<file path="src/dtf_pkg.sv">
// Shared types, character codes and tables of the decimal text to fixed-point converter.
package dtf_pkg;

    localparam int INT_W      = 32;
    localparam int FRAC_ACC_W = 60;
    localparam int DIG_CNT_W  = 5;
    localparam int IDX_OUT_W  = 16;
    localparam int VALUE_W    = 64;
    localparam int Q_DEPTH    = 2;
    localparam int Q_PTR_W    = 1;
    localparam int Q_CNT_W    = 2;

    localparam logic [7:0] CH_ZERO  = 8'h30;
    localparam logic [7:0] CH_NINE  = 8'h39;
    localparam logic [7:0] CH_POINT = 8'h2E;
    localparam logic [7:0] CH_MINUS = 8'h2D;
    localparam logic [7:0] CH_PLUS  = 8'h2B;
    localparam logic [7:0] CH_BLANK = 8'h20;
    localparam logic [7:0] CH_TAB   = 8'h09;
    localparam logic [7:0] CH_CR    = 8'h0D;

    typedef enum logic [2:0] {
        PH_SPACE,
        PH_SIGNED,
        PH_INT,
        PH_FRAC,
        PH_DONE
    } t_phase;

    typedef enum logic [1:0] {
        B_IDLE,
        B_DIV,
        B_FORM
    } t_bstate;

    typedef struct packed {
        logic                  ok;
        logic                  neg;
        logic                  sat;
        logic [INT_W-1:0]      whole;
        logic [FRAC_ACC_W-1:0] frac_part;
        logic [DIG_CNT_W-1:0]  frac_cnt;
        logic [IDX_OUT_W-1:0]  chars;
    } t_job;

    typedef struct packed {
        logic full;
        logic empty;
    } t_queue_status;

    function automatic logic [FRAC_ACC_W-1:0] pow10(input logic [DIG_CNT_W-1:0] n);
        logic [FRAC_ACC_W-1:0] p;
        case (n)
            5'd0:    p = 60'd1;
            5'd1:    p = 60'd10;
            5'd2:    p = 60'd100;
            5'd3:    p = 60'd1000;
            5'd4:    p = 60'd10000;
            5'd5:    p = 60'd100000;
            5'd6:    p = 60'd1000000;
            5'd7:    p = 60'd10000000;
            5'd8:    p = 60'd100000000;
            5'd9:    p = 60'd1000000000;
            5'd10:   p = 60'd10000000000;
            5'd11:   p = 60'd100000000000;
            5'd12:   p = 60'd1000000000000;
            5'd13:   p = 60'd10000000000000;
            5'd14:   p = 60'd100000000000000;
            5'd15:   p = 60'd1000000000000000;
            5'd16:   p = 60'd10000000000000000;
            5'd17:   p = 60'd100000000000000000;
            5'd18:   p = 60'd1000000000000000000;
            default: p = 60'd1;
        endcase
        return p;
    endfunction

endpackage

</file>
<file path="src/dtf_if.sv">
// Valid/ready stream interfaces for the character input and the result output.
interface dtf_in_if;
    logic       valid;
    logic       ready;
    logic [7:0] text_byte;
    logic       string_start;

    modport source (output valid, output text_byte, output string_start, input ready);
    modport sink (input valid, input text_byte, input string_start, output ready);
endinterface

interface dtf_out_if;
    logic               valid;
    logic               ready;
    logic signed [63:0] number_value;
    logic [15:0]        chars_consumed;
    logic               converted;
    logic               int_overflow;

    modport source (
        output valid, output number_value, output chars_consumed,
        output converted, output int_overflow, input ready
    );
    modport sink (
        input valid, input number_value, input chars_consumed,
        input converted, input int_overflow, output ready
    );
endinterface

</file>
<file path="src/decimal_text_to_fixed.sv">
// Top level of the decimal text to signed fixed-point converter.
//
// i_in carries one character per transfer (text_byte) with string_start
// marking the first character of a new string. o_out carries one result per
// string: number_value in signed Q(64-FRAC_BITS).FRAC_BITS, chars_consumed,
// converted and int_overflow. Characters after the end of a number give no
// result until the next string_start.
// The parser takes one character per cycle and hands each finished string
// to a two-entry job queue; i_in.ready drops only while that queue is full.
// The back end divides the fraction one quotient bit per cycle: it loads a
// job from the queue, runs the division state, then the form state writes
// the output register that drives o_out. While the receiver takes every
// result, strings of at least FRAC_BITS + 2 characters flow at one
// character per cycle.
// While the receiver stalls, the result waits in the output register, the
// back end finishes its next job and the queue fills before input stops.
// A synchronous reset empties the queue, drops o_out.valid and returns the
// parser to skipping white space.
module decimal_text_to_fixed #(
    parameter int FRAC_BITS       = 32,
    parameter int MAX_FRAC_DIGITS = 18,
    parameter int COUNT_BITS      = 16
) (
    input  logic      i_clk,
    input  logic      i_rst_n,
    dtf_in_if.sink    i_in,
    dtf_out_if.source o_out
);

    logic                   push, pop;
    dtf_pkg::t_job          push_job, head_job;
    dtf_pkg::t_queue_status q_stat;

    dtf_front #(
        .FRAC_BITS       (FRAC_BITS),
        .MAX_FRAC_DIGITS (MAX_FRAC_DIGITS),
        .COUNT_BITS      (COUNT_BITS)
    ) u_front (
        .i_clk    (i_clk),
        .i_rst_n  (i_rst_n),
        .i_in     (i_in),
        .i_q_stat (q_stat),
        .o_push   (push),
        .o_job    (push_job)
    );

    dtf_queue u_queue (
        .i_clk   (i_clk),
        .i_rst_n (i_rst_n),
        .i_push  (push),
        .i_job   (push_job),
        .i_pop   (pop),
        .o_job   (head_job),
        .o_stat  (q_stat)
    );

    dtf_back #(
        .FRAC_BITS (FRAC_BITS)
    ) u_back (
        .i_clk    (i_clk),
        .i_rst_n  (i_rst_n),
        .i_job    (head_job),
        .i_q_stat (q_stat),
        .o_pop    (pop),
        .o_out    (o_out)
    );

endmodule

</file>
<file path="src/dtf_front.sv">
// Character parser: classifies each byte, accumulates digits and queues a job at the end.
module dtf_front #(
    parameter int FRAC_BITS       = 32,
    parameter int MAX_FRAC_DIGITS = 18,
    parameter int COUNT_BITS      = 16
) (
    input  logic                  i_clk,
    input  logic                  i_rst_n,
    dtf_in_if.sink                i_in,
    input  dtf_pkg::t_queue_status i_q_stat,
    output logic                  o_push,
    output dtf_pkg::t_job         o_job
);

    localparam logic [dtf_pkg::INT_W-1:0] INT_LIMIT =
        (FRAC_BITS >= 32) ? 32'h7FFF_FFFF : 32'hFFFF_FFFF;
    localparam int PROD_W = dtf_pkg::INT_W + 4;

    dtf_pkg::t_phase                     r_phase, n_phase, eff_phase;
    logic                                r_neg, n_neg;
    logic [dtf_pkg::INT_W-1:0]           r_int, n_int;
    logic [dtf_pkg::FRAC_ACC_W-1:0]      r_frac, n_frac;
    logic [dtf_pkg::DIG_CNT_W-1:0]       r_cnt, n_cnt;
    logic [COUNT_BITS-1:0]               r_idx, n_idx;
    logic                                r_sat, n_sat;

    logic                                b_neg, b_sat;
    logic [dtf_pkg::INT_W-1:0]           b_int;
    logic [dtf_pkg::FRAC_ACC_W-1:0]      b_frac;
    logic [dtf_pkg::DIG_CNT_W-1:0]       b_cnt;
    logic [COUNT_BITS-1:0]               b_idx, idx_inc;

    logic [7:0]                          c;
    logic                                take, is_digit, is_space, is_sign, is_point;
    logic [3:0]                          digit;
    logic [PROD_W-1:0]                   int_prod;
    logic                                int_over;
    logic [dtf_pkg::INT_W-1:0]           int_next;
    logic [dtf_pkg::FRAC_ACC_W-1:0]      frac_next;
    logic [31:0]                         idx_wide;
    logic [dtf_pkg::IDX_OUT_W-1:0]       idx_clamp;
    logic                                do_int, do_frac, do_bump, emit_ok, emit_fail;

    assign c        = i_in.text_byte;
    assign take     = i_in.valid && i_in.ready;
    assign is_digit = (c >= dtf_pkg::CH_ZERO) && (c <= dtf_pkg::CH_NINE);
    assign is_space = (c == dtf_pkg::CH_BLANK) || ((c >= dtf_pkg::CH_TAB) && (c <= dtf_pkg::CH_CR));
    assign is_sign  = (c == dtf_pkg::CH_PLUS) || (c == dtf_pkg::CH_MINUS);
    assign is_point = (c == dtf_pkg::CH_POINT);
    assign digit    = 4'(c - dtf_pkg::CH_ZERO);

    assign eff_phase = i_in.string_start ? dtf_pkg::PH_SPACE : r_phase;
    assign b_neg  = i_in.string_start ? 1'b0 : r_neg;
    assign b_sat  = i_in.string_start ? 1'b0 : r_sat;
    assign b_int  = i_in.string_start ? '0 : r_int;
    assign b_frac = i_in.string_start ? '0 : r_frac;
    assign b_cnt  = i_in.string_start ? '0 : r_cnt;
    assign b_idx  = i_in.string_start ? '0 : r_idx;

    assign int_prod  = (PROD_W'(b_int) << 3) + (PROD_W'(b_int) << 1) + PROD_W'(digit);
    assign int_over  = int_prod > PROD_W'(INT_LIMIT);
    assign int_next  = int_over ? INT_LIMIT : int_prod[dtf_pkg::INT_W-1:0];
    assign frac_next = (b_frac << 3) + (b_frac << 1) + dtf_pkg::FRAC_ACC_W'(digit);
    assign idx_inc   = (b_idx == '1) ? b_idx : b_idx + 1'b1;
    assign idx_wide  = 32'(b_idx);
    assign idx_clamp = (idx_wide > 32'h0000_FFFF) ? 16'hFFFF : idx_wide[15:0];

    assign i_in.ready = !i_q_stat.full;

    always_comb begin
        n_phase = r_phase;
        if (take) begin
            case (eff_phase)
                dtf_pkg::PH_SPACE: begin
                    if (is_space) begin
                        n_phase = dtf_pkg::PH_SPACE;
                    end else if (is_sign) begin
                        n_phase = dtf_pkg::PH_SIGNED;
                    end else if (is_digit) begin
                        n_phase = dtf_pkg::PH_INT;
                    end else begin
                        n_phase = dtf_pkg::PH_DONE;
                    end
                end
                dtf_pkg::PH_SIGNED: begin
                    n_phase = is_digit ? dtf_pkg::PH_INT : dtf_pkg::PH_DONE;
                end
                dtf_pkg::PH_INT: begin
                    if (is_digit) begin
                        n_phase = dtf_pkg::PH_INT;
                    end else if (is_point) begin
                        n_phase = dtf_pkg::PH_FRAC;
                    end else begin
                        n_phase = dtf_pkg::PH_DONE;
                    end
                end
                dtf_pkg::PH_FRAC: begin
                    n_phase = is_digit ? dtf_pkg::PH_FRAC : dtf_pkg::PH_DONE;
                end
                default: begin
                    n_phase = dtf_pkg::PH_DONE;
                end
            endcase
        end
    end

    always_comb begin
        do_int    = 1'b0;
        do_frac   = 1'b0;
        do_bump   = 1'b0;
        emit_ok   = 1'b0;
        emit_fail = 1'b0;
        n_neg     = b_neg;
        case (eff_phase)
            dtf_pkg::PH_SPACE: begin
                if (is_space) begin
                    do_bump = 1'b1;
                end else if (is_sign) begin
                    do_bump = 1'b1;
                    n_neg   = (c == dtf_pkg::CH_MINUS);
                end else if (is_digit) begin
                    do_int = 1'b1;
                end else begin
                    emit_fail = 1'b1;
                end
            end
            dtf_pkg::PH_SIGNED: begin
                do_int    = is_digit;
                emit_fail = !is_digit;
            end
            dtf_pkg::PH_INT: begin
                do_int  = is_digit;
                do_bump = is_point;
                emit_ok = !is_digit && !is_point;
            end
            dtf_pkg::PH_FRAC: begin
                do_frac = is_digit && (b_cnt < dtf_pkg::DIG_CNT_W'(MAX_FRAC_DIGITS));
                do_bump = is_digit;
                emit_ok = !is_digit;
            end
            default: begin
            end
        endcase

        n_int  = do_int ? int_next : b_int;
        n_sat  = (do_int && int_over) ? 1'b1 : b_sat;
        n_frac = do_frac ? frac_next : b_frac;
        n_cnt  = do_frac ? b_cnt + 1'b1 : b_cnt;
        n_idx  = (do_bump || do_int) ? idx_inc : b_idx;

        o_push          = take && (emit_ok || emit_fail);
        o_job.ok        = emit_ok;
        o_job.neg       = b_neg;
        o_job.sat       = b_sat;
        o_job.whole     = b_int;
        o_job.frac_part = b_frac;
        o_job.frac_cnt  = b_cnt;
        o_job.chars     = idx_clamp;
    end

    always_ff @(posedge i_clk) begin
        if (!i_rst_n) begin
            r_phase <= dtf_pkg::PH_SPACE;
            r_neg   <= 1'b0;
            r_int   <= '0;
            r_frac  <= '0;
            r_cnt   <= '0;
            r_idx   <= '0;
            r_sat   <= 1'b0;
        end else if (take) begin
            r_phase <= n_phase;
            r_neg   <= n_neg;
            r_int   <= n_int;
            r_frac  <= n_frac;
            r_cnt   <= n_cnt;
            r_idx   <= n_idx;
            r_sat   <= n_sat;
        end
    end

    a_int_limit: assert property (@(posedge i_clk) disable iff (!i_rst_n)
        r_int <= INT_LIMIT)
        else $error("Integer accumulator exceeds its saturation limit.");

    a_frac_count: assert property (@(posedge i_clk) disable iff (!i_rst_n)
        r_cnt <= dtf_pkg::DIG_CNT_W'(MAX_FRAC_DIGITS))
        else $error("Fraction digit count exceeds the digit limit.");

endmodule

</file>
<file path="src/dtf_queue.sv">
// Two-entry job queue between the parser and the conversion back end.
module dtf_queue (
    input  logic                   i_clk,
    input  logic                   i_rst_n,
    input  logic                   i_push,
    input  dtf_pkg::t_job          i_job,
    input  logic                   i_pop,
    output dtf_pkg::t_job          o_job,
    output dtf_pkg::t_queue_status o_stat
);

    dtf_pkg::t_job                r_mem [dtf_pkg::Q_DEPTH];
    logic [dtf_pkg::Q_PTR_W-1:0]  r_wr_ptr, r_rd_ptr;
    logic [dtf_pkg::Q_CNT_W-1:0]  r_count, n_count;
    logic                         do_push, do_pop;

    assign o_stat.full  = (r_count == dtf_pkg::Q_CNT_W'(dtf_pkg::Q_DEPTH));
    assign o_stat.empty = (r_count == '0);
    assign o_job        = r_mem[r_rd_ptr];
    assign do_push      = i_push && !o_stat.full;
    assign do_pop       = i_pop && !o_stat.empty;

    always_comb begin
        n_count = r_count;
        if (do_push && !do_pop) begin
            n_count = r_count + 1'b1;
        end else if (do_pop && !do_push) begin
            n_count = r_count - 1'b1;
        end
    end

    always_ff @(posedge i_clk) begin
        if (do_push) begin
            r_mem[r_wr_ptr] <= i_job;
        end
    end

    always_ff @(posedge i_clk) begin
        if (!i_rst_n) begin
            r_wr_ptr <= '0;
            r_rd_ptr <= '0;
            r_count  <= '0;
        end else begin
            r_count <= n_count;
            if (do_push) begin
                r_wr_ptr <= r_wr_ptr + 1'b1;
            end
            if (do_pop) begin
                r_rd_ptr <= r_rd_ptr + 1'b1;
            end
        end
    end

    a_no_push_full: assert property (@(posedge i_clk) disable iff (!i_rst_n)
        i_push |-> !o_stat.full)
        else $error("Job pushed into a full queue.");

    a_count_bound: assert property (@(posedge i_clk) disable iff (!i_rst_n)
        r_count <= dtf_pkg::Q_CNT_W'(dtf_pkg::Q_DEPTH))
        else $error("Queue occupancy exceeds its depth.");

endmodule

</file>
<file path="src/dtf_back.sv">
// Conversion back end: bit-serial fraction division, sign and output register.
module dtf_back #(
    parameter int FRAC_BITS = 32
) (
    input  logic                   i_clk,
    input  logic                   i_rst_n,
    input  dtf_pkg::t_job          i_job,
    input  dtf_pkg::t_queue_status i_q_stat,
    output logic                   o_pop,
    dtf_out_if.source              o_out
);

    localparam int ITER_W = $clog2(FRAC_BITS);
    localparam int REM_W  = dtf_pkg::FRAC_ACC_W + 1;

    dtf_pkg::t_bstate                 r_state, n_state;
    logic                             r_ok, r_neg, r_sat;
    logic [dtf_pkg::INT_W-1:0]        r_int;
    logic [dtf_pkg::IDX_OUT_W-1:0]    r_chars;
    logic [dtf_pkg::FRAC_ACC_W-1:0]   r_rem, r_den;
    logic [FRAC_BITS-1:0]             r_q;
    logic [ITER_W-1:0]                r_iter;

    logic                             r_out_valid;
    logic [dtf_pkg::VALUE_W-1:0]      r_value;
    logic [dtf_pkg::IDX_OUT_W-1:0]    r_out_chars;
    logic                             r_conv, r_ovf;

    logic                             load, div_step, form_write, out_free, last_iter;
    logic [REM_W-1:0]                 rem_sh, rem_sub;
    logic                             q_bit;
    logic [dtf_pkg::VALUE_W-1:0]      mag, signed_val;

    assign out_free  = !r_out_valid || o_out.ready;
    assign last_iter = (r_iter == ITER_W'(FRAC_BITS - 1));
    assign rem_sh    = {r_rem, 1'b0};
    assign rem_sub   = rem_sh - REM_W'(r_den);
    assign q_bit     = (rem_sh >= REM_W'(r_den));
    assign mag       = (dtf_pkg::VALUE_W'(r_int) << FRAC_BITS) | dtf_pkg::VALUE_W'(r_q);
    assign signed_val = r_neg ? (~mag + 1'b1) : mag;

    always_comb begin
        n_state = r_state;
        case (r_state)
            dtf_pkg::B_IDLE: begin
                if (!i_q_stat.empty) begin
                    n_state = dtf_pkg::B_DIV;
                end
            end
            dtf_pkg::B_DIV: begin
                if (last_iter) begin
                    n_state = dtf_pkg::B_FORM;
                end
            end
            dtf_pkg::B_FORM: begin
                if (out_free) begin
                    n_state = dtf_pkg::B_IDLE;
                end
            end
            default: begin
                n_state = dtf_pkg::B_IDLE;
            end
        endcase
    end

    always_comb begin
        load       = 1'b0;
        div_step   = 1'b0;
        form_write = 1'b0;
        case (r_state)
            dtf_pkg::B_IDLE: load       = !i_q_stat.empty;
            dtf_pkg::B_DIV:  div_step   = 1'b1;
            dtf_pkg::B_FORM: form_write = out_free;
            default: begin
            end
        endcase
        o_pop = load;
    end

    always_ff @(posedge i_clk) begin
        if (load) begin
            r_ok    <= i_job.ok;
            r_neg   <= i_job.neg;
            r_sat   <= i_job.sat;
            r_int   <= i_job.whole;
            r_chars <= i_job.chars;
            r_rem   <= i_job.frac_part;
            r_den   <= dtf_pkg::pow10(i_job.frac_cnt);
            r_q     <= '0;
            r_iter  <= '0;
        end else if (div_step) begin
            r_rem  <= q_bit ? rem_sub[dtf_pkg::FRAC_ACC_W-1:0] : rem_sh[dtf_pkg::FRAC_ACC_W-1:0];
            r_q    <= {r_q[FRAC_BITS-2:0], q_bit};
            r_iter <= r_iter + 1'b1;
        end
        if (form_write) begin
            r_value     <= r_ok ? signed_val : '0;
            r_out_chars <= r_ok ? r_chars : '0;
            r_conv      <= r_ok;
            r_ovf       <= r_ok && r_sat;
        end
    end

    always_ff @(posedge i_clk) begin
        if (!i_rst_n) begin
            r_state     <= dtf_pkg::B_IDLE;
            r_out_valid <= 1'b0;
        end else begin
            r_state <= n_state;
            if (form_write) begin
                r_out_valid <= 1'b1;
            end else if (o_out.ready) begin
                r_out_valid <= 1'b0;
            end
        end
    end

    assign o_out.valid          = r_out_valid;
    assign o_out.number_value   = r_value;
    assign o_out.chars_consumed = r_out_chars;
    assign o_out.converted      = r_conv;
    assign o_out.int_overflow   = r_ovf;

    a_rem_below_den: assert property (@(posedge i_clk) disable iff (!i_rst_n)
        (r_state == dtf_pkg::B_DIV) |-> (r_rem < r_den))
        else $error("Division remainder is not below the divisor.");

    a_form_sets_valid: assert property (@(posedge i_clk) disable iff (!i_rst_n)
        form_write |=> r_out_valid)
        else $error("Formed result did not reach the output register.");

endmodule

</file>
<file path="src/flat_wrapper.sv">
// flat-port wrapper written by rule: the top's interface ports become plain ports
module decimal_text_to_fixed_flat 
#(
    parameter int FRAC_BITS       = 32,
    parameter int MAX_FRAC_DIGITS = 18,
    parameter int COUNT_BITS      = 16
)
  (i_clk, i_rst_n, i_in_valid, i_in_text_byte, i_in_string_start, i_in_ready, o_out_valid, o_out_number_value, o_out_chars_consumed, o_out_converted, o_out_int_overflow, o_out_ready);
  dtf_in_if i_in_i ();
  dtf_out_if o_out_i ();
  input  logic i_clk;
  input  logic i_rst_n;
  input wire logic [$bits(i_in_i.valid)-1:0] i_in_valid;
  input wire logic [$bits(i_in_i.text_byte)-1:0] i_in_text_byte;
  input wire logic [$bits(i_in_i.string_start)-1:0] i_in_string_start;
  output wire logic [$bits(i_in_i.ready)-1:0] i_in_ready;
  output wire logic [$bits(o_out_i.valid)-1:0] o_out_valid;
  output wire logic [$bits(o_out_i.number_value)-1:0] o_out_number_value;
  output wire logic [$bits(o_out_i.chars_consumed)-1:0] o_out_chars_consumed;
  output wire logic [$bits(o_out_i.converted)-1:0] o_out_converted;
  output wire logic [$bits(o_out_i.int_overflow)-1:0] o_out_int_overflow;
  input wire logic [$bits(o_out_i.ready)-1:0] o_out_ready;
  assign i_in_i.valid = i_in_valid;
  assign i_in_i.text_byte = i_in_text_byte;
  assign i_in_i.string_start = i_in_string_start;
  assign i_in_ready = i_in_i.ready;
  assign o_out_valid = o_out_i.valid;
  assign o_out_number_value = o_out_i.number_value;
  assign o_out_chars_consumed = o_out_i.chars_consumed;
  assign o_out_converted = o_out_i.converted;
  assign o_out_int_overflow = o_out_i.int_overflow;
  assign o_out_i.ready = o_out_ready;
  decimal_text_to_fixed #(.FRAC_BITS(FRAC_BITS), .MAX_FRAC_DIGITS(MAX_FRAC_DIGITS), .COUNT_BITS(COUNT_BITS)) u_core (.i_clk(i_clk), .i_rst_n(i_rst_n), .i_in(i_in_i), .o_out(o_out_i));
endmodule
</file>
<file path="config.mk">
export PLATFORM = sky130hd
export DESIGN_NAME = decimal_text_to_fixed_flat
export DESIGN_NICKNAME = d
export VERILOG_FILES = /design/src/dtf_pkg.sv /design/src/dtf_if.sv /design/src/decimal_text_to_fixed.sv /design/src/dtf_front.sv /design/src/dtf_queue.sv /design/src/dtf_back.sv /design/src/flat_wrapper.sv
export SDC_FILE = /design/constraint.sdc
export NUM_CORES = 1
export LEC_CHECK = 0
export ABC_AREA = 1
export ABC_CLOCK_PERIOD_IN_PS = 7600
export BUFFER_PORTS_ARGS = -buffer_cell sky130_fd_sc_hd__buf_2
export CAP_MARGIN = 5
export CELL_PAD_IN_SITES_DETAIL_PLACEMENT = 0
export CELL_PAD_IN_SITES_GLOBAL_PLACEMENT = 1
export CORE_UTILIZATION = 43
export CTS_CLUSTER_SIZE = 16
export DETAILED_ROUTE_END_ITERATION = 8
export GPL_TIMING_DRIVEN = 0
export PLACE_DENSITY = 0.87
export SLEW_MARGIN = 20
export SYNTH_ARGS = -nofsm -noshare
export SYNTH_HDL_FRONTEND = slang
export SYNTH_SLANG_ARGS = --single-unit
</file>
<file path="constraint.sdc">
create_clock -name i_clk -period 7.6 [get_ports i_clk]
set_clock_uncertainty 0.15 [all_clocks]
set_input_delay 0.76 -clock i_clk [delete_from_list [all_inputs] [get_ports i_clk]]
set_output_delay 0.76 -clock i_clk [all_outputs]
set_load 0.1 [all_outputs]
</file>
==> results of run 1 <==
==> cells in the mapped netlist (6+ instances only) <==
library cell / n / area (sq um)
sky130_fd_sc_hd__o21ai_0: 322 / 1610
sky130_fd_sc_hd__dfxtp_1: 163 / 3260
sky130_fd_sc_hd__nand3_1: 268 / 1340
sky130_fd_sc_hd__nand3b_1: 9 / 67.6
sky130_fd_sc_hd__nor2_2: 6 / 37.5
sky130_fd_sc_hd__nor2_1: 632 / 2370
sky130_fd_sc_hd__or2_1: 11 / 68.8
sky130_fd_sc_hd__o21a_1: 15 / 113
sky130_fd_sc_hd__ha_1: 246 / 3080
sky130_fd_sc_hd__mux2i_1: 7 / 70.1
sky130_fd_sc_hd__a21o_1: 8 / 60.1
sky130_fd_sc_hd__o211ai_2: 6 / 75.1
sky130_fd_sc_hd__nor3_1: 75 / 375
sky130_fd_sc_hd__inv_2: 15 / 56.3
sky130_fd_sc_hd__o21bai_1: 19 / 143
sky130_fd_sc_hd__nand4_1: 100 / 626
sky130_fd_sc_hd__a21oi_1: 401 / 2010
sky130_fd_sc_hd__buf_2: 21 / 105
sky130_fd_sc_hd__inv_1: 757 / 2840
sky130_fd_sc_hd__xnor2_1: 36 / 315
sky130_fd_sc_hd__nand2_1: 1273 / 4780
sky130_fd_sc_hd__xor2_1: 45 / 394
sky130_fd_sc_hd__o211ai_1: 15 / 113
sky130_fd_sc_hd__nor4_1: 20 / 125
sky130_fd_sc_hd__mux2_2: 104 / 1170
sky130_fd_sc_hd__o22ai_1: 37 / 231
sky130_fd_sc_hd__o21ai_1: 24 / 120
sky130_fd_sc_hd__edfxtp_1: 476 / 14300
sky130_fd_sc_hd__a21boi_0: 6 / 45.0
sky130_fd_sc_hd__a31oi_1: 8 / 50.1
sky130_fd_sc_hd__clkbuf_1: 98 / 368
sky130_fd_sc_hd__buf_1: 19 / 71.3
==> layer usage <==
| metal | global-route usage | part of all wire |
|---|---|---|
| met1 | 0.407 | 0.48 |
| met2 | 0.418 | 0.43 |
| met3 | 0.0292 | 0.070 |
| met4 | 0.0718 | 0.023 |
| met5 | 0 | 0.000068 |
==> power breakdown <==
part	internal [uW]	switching (uW)	total, uW
combinational	2620	5950	8570
clock	1930	1400	3330
sequential	4900	365	5260
==> state kept, by name, summed over array words and instances (netlist names), 16 cells and up, named ones only <==
| name | count |
|---|---|
| u_core.u_queue.r_mem | 232 |
| u_core.u_back.o_out.chars_consumed | 16 |
| u_core.u_back.r_den | 51 |
| u_core.u_front.r_frac | 60 |
| u_core.u_back.r_int | 32 |
| u_core.u_front.r_int | 32 |
| u_core.u_back.o_out.number_value | 64 |
| u_core.u_back.r_q | 32 |
| u_core.u_front.r_idx | 16 |
| u_core.u_back.r_chars | 16 |
| u_core.u_back.r_rem | 60 |
==> per-stage QoR <==
step | setup TNS [ps] | area (sq um)
floorplan | 0 | 40900
global placement | -284870 | 43000
detailed placement | 0 | 43300
CTS | 0 | 45500
global route | 0 | 45500
finish | 0 | 45500
==> cells by family (layout without fill, tap and decap cells) <==
kind of cell               after synthesis  count (layout)  share of synthesized area
xor gates and xnor gates                81              81                     0.0173
buffers and inverters                  921            1150                     0.0864
DFF                                    639             639                      0.429
adders and majority gates              250             250                     0.0772
AOI/OAI and AO/OA                      880             880                      0.116
and+or+nand+nor                       2417            2417                      0.244
muxes                                  111             111                     0.0303
==> worst min path at each step <==
stage                                         startpoint                                      end  slack, ps  cells past startpoint
floorplan                   u_core.u_back.r_ok$_DFFE_PP_  u_core.u_back.o_out.converted$_DFFE_PP_        270                      0
global placement    u_core.u_queue.r_rd_ptr$_SDFFE_PN0P_     u_core.u_queue.r_rd_ptr$_SDFFE_PN0P_        290                      1
detailed placement  u_core.u_queue.r_rd_ptr$_SDFFE_PN0P_     u_core.u_queue.r_rd_ptr$_SDFFE_PN0P_        300                      1
CTS                 u_core.u_queue.r_rd_ptr$_SDFFE_PN0P_                                 register        300                      1
global route        u_core.u_queue.r_rd_ptr$_SDFFE_PN0P_     u_core.u_queue.r_rd_ptr$_SDFFE_PN0P_        310                      1
finish              u_core.u_queue.r_rd_ptr$_SDFFE_PN0P_                                 register        300                      1
==> area by class of cell <==
cell class,instances,area share
multi-input combinational,3739,0.436
sequential,639,0.386
inverter,774,0.0639
clock buffer,83,0.0393
tap,1254,0.0345
timing repair buffer,108,0.0175
buffer,147,0.0140
clock inverter,38,0.00918
==> critical path: stages <==
cell                       delay [ps]
sky130_fd_sc_hd__buf_2            170
sky130_fd_sc_hd__buf_2            280
sky130_fd_sc_hd__clkbuf_1         710
sky130_fd_sc_hd__buf_1            540
sky130_fd_sc_hd__nor2_1           360
sky130_fd_sc_hd__ha_1             370
sky130_fd_sc_hd__ha_1             240
sky130_fd_sc_hd__fa_1             460
sky130_fd_sc_hd__nand3_1          120
sky130_fd_sc_hd__nand3_1          170
sky130_fd_sc_hd__nand2_1          100
sky130_fd_sc_hd__nand2_1          130
sky130_fd_sc_hd__nand2_1           90
sky130_fd_sc_hd__nand2_1          100
sky130_fd_sc_hd__nand2_1          120
sky130_fd_sc_hd__nand2_1           60
sky130_fd_sc_hd__nand2_1           60
sky130_fd_sc_hd__nand2_1           50
sky130_fd_sc_hd__nor2_1           420
sky130_fd_sc_hd__buf_2            310
sky130_fd_sc_hd__nand4_1          110
sky130_fd_sc_hd__nand2_1          100
sky130_fd_sc_hd__a21oi_1           60
==> results.py, run 1 <==
metrics = {
    "outcome": {
        "outcome": "finished clean",
    },
    "timing": {
        "timing.final.setup_violations": 0,
        "final_period_minus_worst_setup_slack_ps": 5570,
        "min_period_over_period": 0.733,
        "final_worst_path_setup_slack_ps": 2030,
        "fmax_mhz": 180,
        "final_max_slew_viol_count": 0,
        "number_of_hold_slack_violations_in_the_final_timing_report": 0,
        "worst_pin_slew_ps": 1040,
        "max-slew-margin-rel": 0.297,
        "rsz0062_at_grt": "false",
        "final.hold.worst_slack_ps": 305,
    },
    "floorplan": {
        "floorplan.die_area_sq_mm": 0.0964,
        "floorplan.die.width_microns": 310,
        "fp.coreArea_sq_mm": 0.0937,
        "die-height_microns": 310,
        "floorplan.initialDensity": 0.436,
        "row_count": 112,
        "num_io_pins": 97,
    },
    "synthesis": {
        "async_reset_ff_frac": 0,
        "ys_types": 59,
        "cells_after_synthesis": 5299,
        "synth-edff-count": 476,
        "synth.ff_latch_count": 639,
        "synth_top_flop_cell": "sky130_fd_sc_hd__edfxtp_1",
        "postSynthNetCount": 5562,
        "synth-warning-count": 0,
        "avgSynthCellArea_sq_um": 7.72,
        "syn-cell-area_sq_mm": 0.0409,
        "share_of_synthesized_area_occupied_by_flip_flops_and_latches": 0.429,
    },
    "routing": {
        "drt_pre_antenna_iters": 6,
        "wl_microns": 132000,
        "vias_per_cell": 5.36,
        "ant_nets": 0,
        "route.detailed.drc": 0,
        "post_drt_wl_per_cell_microns": 19.5,
        "vias": 36400,
        "initialDrtViolationCount": 3671,
    },
    "grt": {
        "wire_length_of_the_first_global_routing_pass_microns": 200000,
        "grt_pass1_vias": 34000,
        "pin_count_of_the_biggest_net_entering_global_routing": 66,
        "grt-ovfl-total": 0,
        "antenna_found_initial": 2,
        "grt_usage": 0.273,
    },
    "worst_setup_path": {
        "crit-reg2reg-launch": "u_core.u_front.r_int[1]$_SDFFE_PN0P_",
        "setup.worst_path.start": "i_in_string_start",
        "worst_ep_arrival_time_ps": 5880,
        "worst-path-max-fanout": 10,
        "worst_r2r_path_depth": 20,
        "crit-reg2reg-capture": "u_core.u_front.r_int[27]$_SDFFE_PN0P_",
        "reg2reg_slack_ps": 3310,
        "timing.critical_path.to": "u_core.u_front.r_int[27]$_SDFFE_PN0P_",
        "worstPathRequired_ps": 7910,
        "timing.setup.critical_path_class": "in2reg",
        "setup.worst_path.start_class": "primary input",
        "worst_setup_ep_type": "register",
    },
    "pwr": {
        "post-layout-total-power_uw": 17200,
        "pwr_density_cell_mw_per_mm2": 377,
        "vdd_drop_max_mv": 0.208,
        "static-leakage-power_uw": 0.0198,
    },
    "job": {
        "max-cap-violations": 0,
    },
    "layout": {
        "multi_input_logic_area_sq_mm": 0.0198,
        "final_net_count": 5739,
        "syn2layout_area_growth_pct": 11.2,
        "layout-drive-gt1-share": 0.0705,
        "most-common-layout-cells": "sky130_fd_sc_hd__nand2_1, sky130_fd_sc_hd__inv_1, sky130_fd_sc_hd__nor2_1, sky130_fd_sc_hd__edfxtp_1, sky130_fd_sc_hd__a21oi_1",
        "layout.core_utilization": 0.485,
        "area.sequential_sq_mm": 0.0176,
        "final_common_cell": "sky130_fd_sc_hd__nand2_1",
        "antennaDiodeCount": 0,
        "filler_cell_count": 9235,
        "stdcell_count": 6782,
    },
    "clock_network": {
        "total_cts_buffers": 67,
        "tritoncts": "built",
        "tritoncts_num_sinks": 639,
        "worstSkewPairLatency_ps": 620,
        "postCtsResizedCells": 0,
        "cts_max_path_buffers": 3,
        "clock_tree.root_cell": "sky130_fd_sc_hd__clkbuf_16",
        "cts.reportedPaths.clkPinSlew_ps": 60,
        "cts-htree-levels": 3,
        "hold_buf_cts": 0,
        "cts_setup_buffers": 0,
    },
    "placement": {
        "place.port_buffers": 95,
        "placement_setup_slack_ps": 1400,
        "dp_hpwl_microns": 106000,
        "routabilityCongestion": 0.978,
        "post-place-cells": 6661,
    },
    "min_path": {
        "min_delay_worst_type": "reg2reg",
    },
}
No activity file was read; power rests on OpenSTA's default activity.
==> run 2, diff against run 1 <==
--- a/config.mk
+++ b/config.mk
@@ -6,12 +6,12 @@
 export NUM_CORES = 1
 export LEC_CHECK = 0
 export ABC_AREA = 1
-export ABC_CLOCK_PERIOD_IN_PS = 7600
+export ABC_CLOCK_PERIOD_IN_PS = 5800
 export BUFFER_PORTS_ARGS = -buffer_cell sky130_fd_sc_hd__buf_2
 export CAP_MARGIN = 5
 export CELL_PAD_IN_SITES_DETAIL_PLACEMENT = 0
 export CELL_PAD_IN_SITES_GLOBAL_PLACEMENT = 1
-export CORE_UTILIZATION = 43
+export CORE_UTILIZATION = 45
 export CTS_CLUSTER_SIZE = 16
 export DETAILED_ROUTE_END_ITERATION = 8
 export GPL_TIMING_DRIVEN = 0
==> constraint.sdc (replaced) <==
create_clock -name i_clk -period 5.8 [get_ports i_clk]
set_clock_uncertainty 0.15 [all_clocks]
set_input_delay 0.58 -clock i_clk [delete_from_list [all_inputs] [get_ports i_clk]]
set_output_delay 0.58 -clock i_clk [all_outputs]
set_load 0.1 [all_outputs]
==> run 2 against run 1 <==
Compared with the run above:
- sequential cell count unchanged
- global-route usage grew 1.4 points
- final area about the same
- hold slack worse by 130 ps
- utilization increased by 2.0 points
- combinational power is 30% higher
- largest cell class unchanged
- highest routed layer is now met4
==> results.py, run 2 (synthesis gave the netlist of run 1 again) <==
metrics = {
    "outcome": {
        "outcome": "finished clean",
    },
    "timing": {
        "fmax_mhz": 187,
        "rsz0062_at_grt": "false",
        "worst_pin_slew_ps": 991,
        "fin_tns_setup_ps": 0,
        "final_period_minus_worst_setup_slack_ps": 5360,
        "number_of_hold_slack_violations_in_the_final_timing_report": 0,
        "timing.final.setup_violations": 0,
        "min_period_over_period": 0.924,
        "max-slew-margin-rel": 0.332,
        "final.hold.worst_slack_ps": 175,
        "final_max_slew_viol_count": 0,
        "final_worst_path_setup_slack_ps": 439,
    },
    "clock_network": {
        "worstSkewPairLatency_ps": 650,
        "cts_setup_buffers": 0,
        "postCtsResizedCells": 0,
        "total_cts_buffers": 68,
        "clock_tree.root_cell": "sky130_fd_sc_hd__clkbuf_16",
        "tritoncts": "built",
        "cts-htree-levels": 3,
        "cts_max_path_buffers": 3,
        "hold_buf_cts": 0,
        "cts.reportedPaths.clkPinSlew_ps": 60,
        "tritoncts_num_sinks": 639,
    },
    "pwr": {
        "power.switching_fraction": 0.446,
        "combPwrFrac": 0.491,
        "intPower_uw": 12500,
        "net-switching-power_uw": 10100,
        "static-leakage-power_uw": 0.0199,
        "clock_power_share": 0.203,
        "pwr_density_cell_mw_per_mm2": 497,
        "power.share.sequential": 0.306,
        "post-layout-total-power_uw": 22600,
        "vdd_drop_max_mv": 0.268,
    },
    "layout": {
        "filler_cell_count": 8876,
        "largest-register": "u_core.u_queue.r_mem",
        "final_common_cell": "sky130_fd_sc_hd__nand2_1",
        "layout-drive-gt1-share": 0.0711,
        "final_net_count": 5739,
        "syn2layout_area_growth_pct": 11.2,
        "most-common-layout-cells": "sky130_fd_sc_hd__nand2_1, sky130_fd_sc_hd__inv_1, sky130_fd_sc_hd__nor2_1, sky130_fd_sc_hd__edfxtp_1, sky130_fd_sc_hd__a21oi_1",
        "largest_register_ffs": 232,
    },
    "routing": {
        "vias_per_cell": 5.43,
        "wl_microns": 133000,
        "route.detailed.drc": 0,
        "vias": 36400,
        "post_drt_wl_per_cell_microns": 19.8,
        "drt_pre_antenna_iters": 7,
        "ant_nets": 0,
        "initialDrtViolationCount": 3573,
    },
    "worst_setup_path": {
        "worstPathRequired_ps": 6150,
        "timing.setup.critical_path_class": "in2reg",
        "path_depth": 23,
        "reg2reg_slack_ps": 1520,
        "worst-path-max-fanout": 10,
        "critical-path-max-stage-delay_ps": 660,
        "worst_ep_arrival_time_ps": 5710,
        "worst_r2r_path_depth": 20,
        "crit_path_cell_trace": "buf_2 -> buf_2 -> clkbuf_1 -> buf_1 -> nor2_1 -> ha_1 -> ha_1 -> fa_1 -> nand3_1 -> nand3_1 -> nand2_1 -> nand2_1 -> nand2_1 -> nand2_1 -> nand2_1 -> nand2_1 -> nand2_1 -> nand2_1 -> nor2_1 -> buf_2 -> nand4_1 -> nand2_1 -> a21oi_1",
        "worst_setup_ep_type": "register",
        "setup.worst_path.start_class": "primary input",
        "crit_path_top_delay_cell": "sky130_fd_sc_hd__clkbuf_1",
        "crit-reg2reg-launch": "u_core.u_front.r_int[1]$_SDFFE_PN0P_",
        "critPathBufInv": 5,
        "critPathTopFamily": "simple AND/OR/NAND/NOR gates",
        "critical-path-top-cell-by-count": "sky130_fd_sc_hd__nand2_1",
        "crit-reg2reg-capture": "u_core.u_front.r_int[5]$_SDFFE_PN0P_",
    },
    "grt": {
        "wire_length_of_the_first_global_routing_pass_microns": 200000,
        "grt-ovfl-total": 0,
        "antenna_found_initial": 0,
        "grt_usage": 0.286,
        "grt_pass1_vias": 34000,
        "pin_count_of_the_biggest_net_entering_global_routing": 76,
    },
    "job": {
        "max-cap-violations": 0,
    },
    "placement": {
        "place.port_buffers": 95,
        "dp_hpwl_microns": 107000,
        "placement_setup_slack_ps": -194,
        "routabilityCongestion": 0.987,
    },
    "floorplan": {
        "floorplan.die_area_sq_mm": 0.0921,
        "fp.coreArea_sq_mm": 0.0900,
        "num_io_pins": 97,
        "floorplan.die.width_microns": 304,
        "row_count": 110,
        "die-height_microns": 304,
        "floorplan.initialDensity": 0.455,
    },
    "min_path": {
        "worst_hold_endpoint": "u_core.u_back.r_state[1]$_SDFFE_PN0P_",
        "min_from": "o_out_ready",
        "worst_hold_path.num_cells": 4,
        "min_delay_worst_type": "in2reg",
    },
}
==> run 2: changes by cell type in the layout (fill, tap and decap cells not counted) <==
cell                         delta
sky130_fd_sc_hd__buf_16         -4
sky130_fd_sc_hd__clkbuf_8       +3
sky130_fd_sc_hd__buf_12         +3
sky130_fd_sc_hd__clkinv_16      +2
sky130_fd_sc_hd__clkbuf_16      +1
sky130_fd_sc_hd__clkinv_2       +1
sky130_fd_sc_hd__clkbuf_1       +3
sky130_fd_sc_hd__inv_8          +2
sky130_fd_sc_hd__diode_2        +1
sky130_fd_sc_hd__bufinv_16      +2
sky130_fd_sc_hd__inv_6          -5
sky130_fd_sc_hd__clkinvlp_4     -2
sky130_fd_sc_hd__clkinv_1       -5
==> run 2: power groups by stage <==
stage	combinational (uW)	sequential, uW	clock (uW)
floorplan	7320	6870	0
global placement	10600	7100	0
detailed placement	10800	6990	0
CTS	10900	6900	4640
global route	12200	6990	4810
finish	11100	6920	4600
==> run 2: worst max-delay path by stage <==
| stage | from | end | slack, ps |
|---|---|---|---|
| after CTS | i_in_string_start | u_core.u_front.r_int[17]$_SDFFE_PN0P_ | 470 |
| after detailed placement | i_in_string_start | u_core.u_front.r_int[5]$_SDFFE_PN0P_ | -190 |
| after global routing | i_in_string_start | u_core.u_front.r_int[19]$_SDFFE_PN0P_ | 150 |
| after global placement | i_in_text_byte[3] | u_core.u_queue.r_mem[0][77]$_DFFE_PP_ | -1430 |
| final | i_in_string_start | u_core.u_front.r_int[5]$_SDFFE_PN0P_ | 440 |
| after floorplan | u_core.u_queue.r_count[0]$_SDFFE_PN0P_ | u_core.u_queue.r_mem[0][0]$_DFFE_PP_ | 540 |
==> run 2: layout make-up <==
class / instances / area [sq um] / area share
clock buffer: 90 / 1870 / 0.0410
sequential: 639 / 17600 / 0.386
buffer: 147 / 636 / 0.0140
inverter: 774 / 2910 / 0.0639
tap: 1176 / 1470 / 0.0323
clock inverter: 33 / 488 / 0.0107
multi-input combinational: 3739 / 19800 / 0.436
timing repair buffer: 107 / 746 / 0.0164
antenna: 1 / 2.50 / 0.0000550
==> run 2: worst reg2reg max path, cell delays in order, from the launching register on <==
cell,delay (ps)
sky130_fd_sc_hd__dfxtp_1,330
sky130_fd_sc_hd__inv_1,40
sky130_fd_sc_hd__nor2_1,560
sky130_fd_sc_hd__ha_1,370
sky130_fd_sc_hd__ha_1,250
sky130_fd_sc_hd__fa_1,460
sky130_fd_sc_hd__nand3_1,110
sky130_fd_sc_hd__nand3_1,170
sky130_fd_sc_hd__nand2_1,100
sky130_fd_sc_hd__nand2_1,120
sky130_fd_sc_hd__nand2_1,90
sky130_fd_sc_hd__nand2_1,100
sky130_fd_sc_hd__nand2_1,120
sky130_fd_sc_hd__nand2_1,70
sky130_fd_sc_hd__nand2_1,60
sky130_fd_sc_hd__nand2_1,70
sky130_fd_sc_hd__nor2_1,390
sky130_fd_sc_hd__buf_2,290
sky130_fd_sc_hd__nand4_1,130
sky130_fd_sc_hd__nand2_1,100
sky130_fd_sc_hd__a21oi_1,60
==> run 2: routing by layer <==
metal / GRT usage / up-vias / routed length, microns
met5: 0 / - / 0
met4: 0.0757 / 0 / 3220
met3: 0.0313 / 166 / 9240
met2: 0.439 / 1197 / 57600
met1: 0.427 / 17100 / 62800
li1: - / 18000 / -
==> run 2: through the flow <==
stage	instances	area, sq um	utilization
finish	6706	45500	0.506
global route	6705	45500	0.506
CTS	6705	45500	0.506
detailed placement	6582	43200	0.479
global placement	6570	42900	0.476
floorplan	5299	40900	-
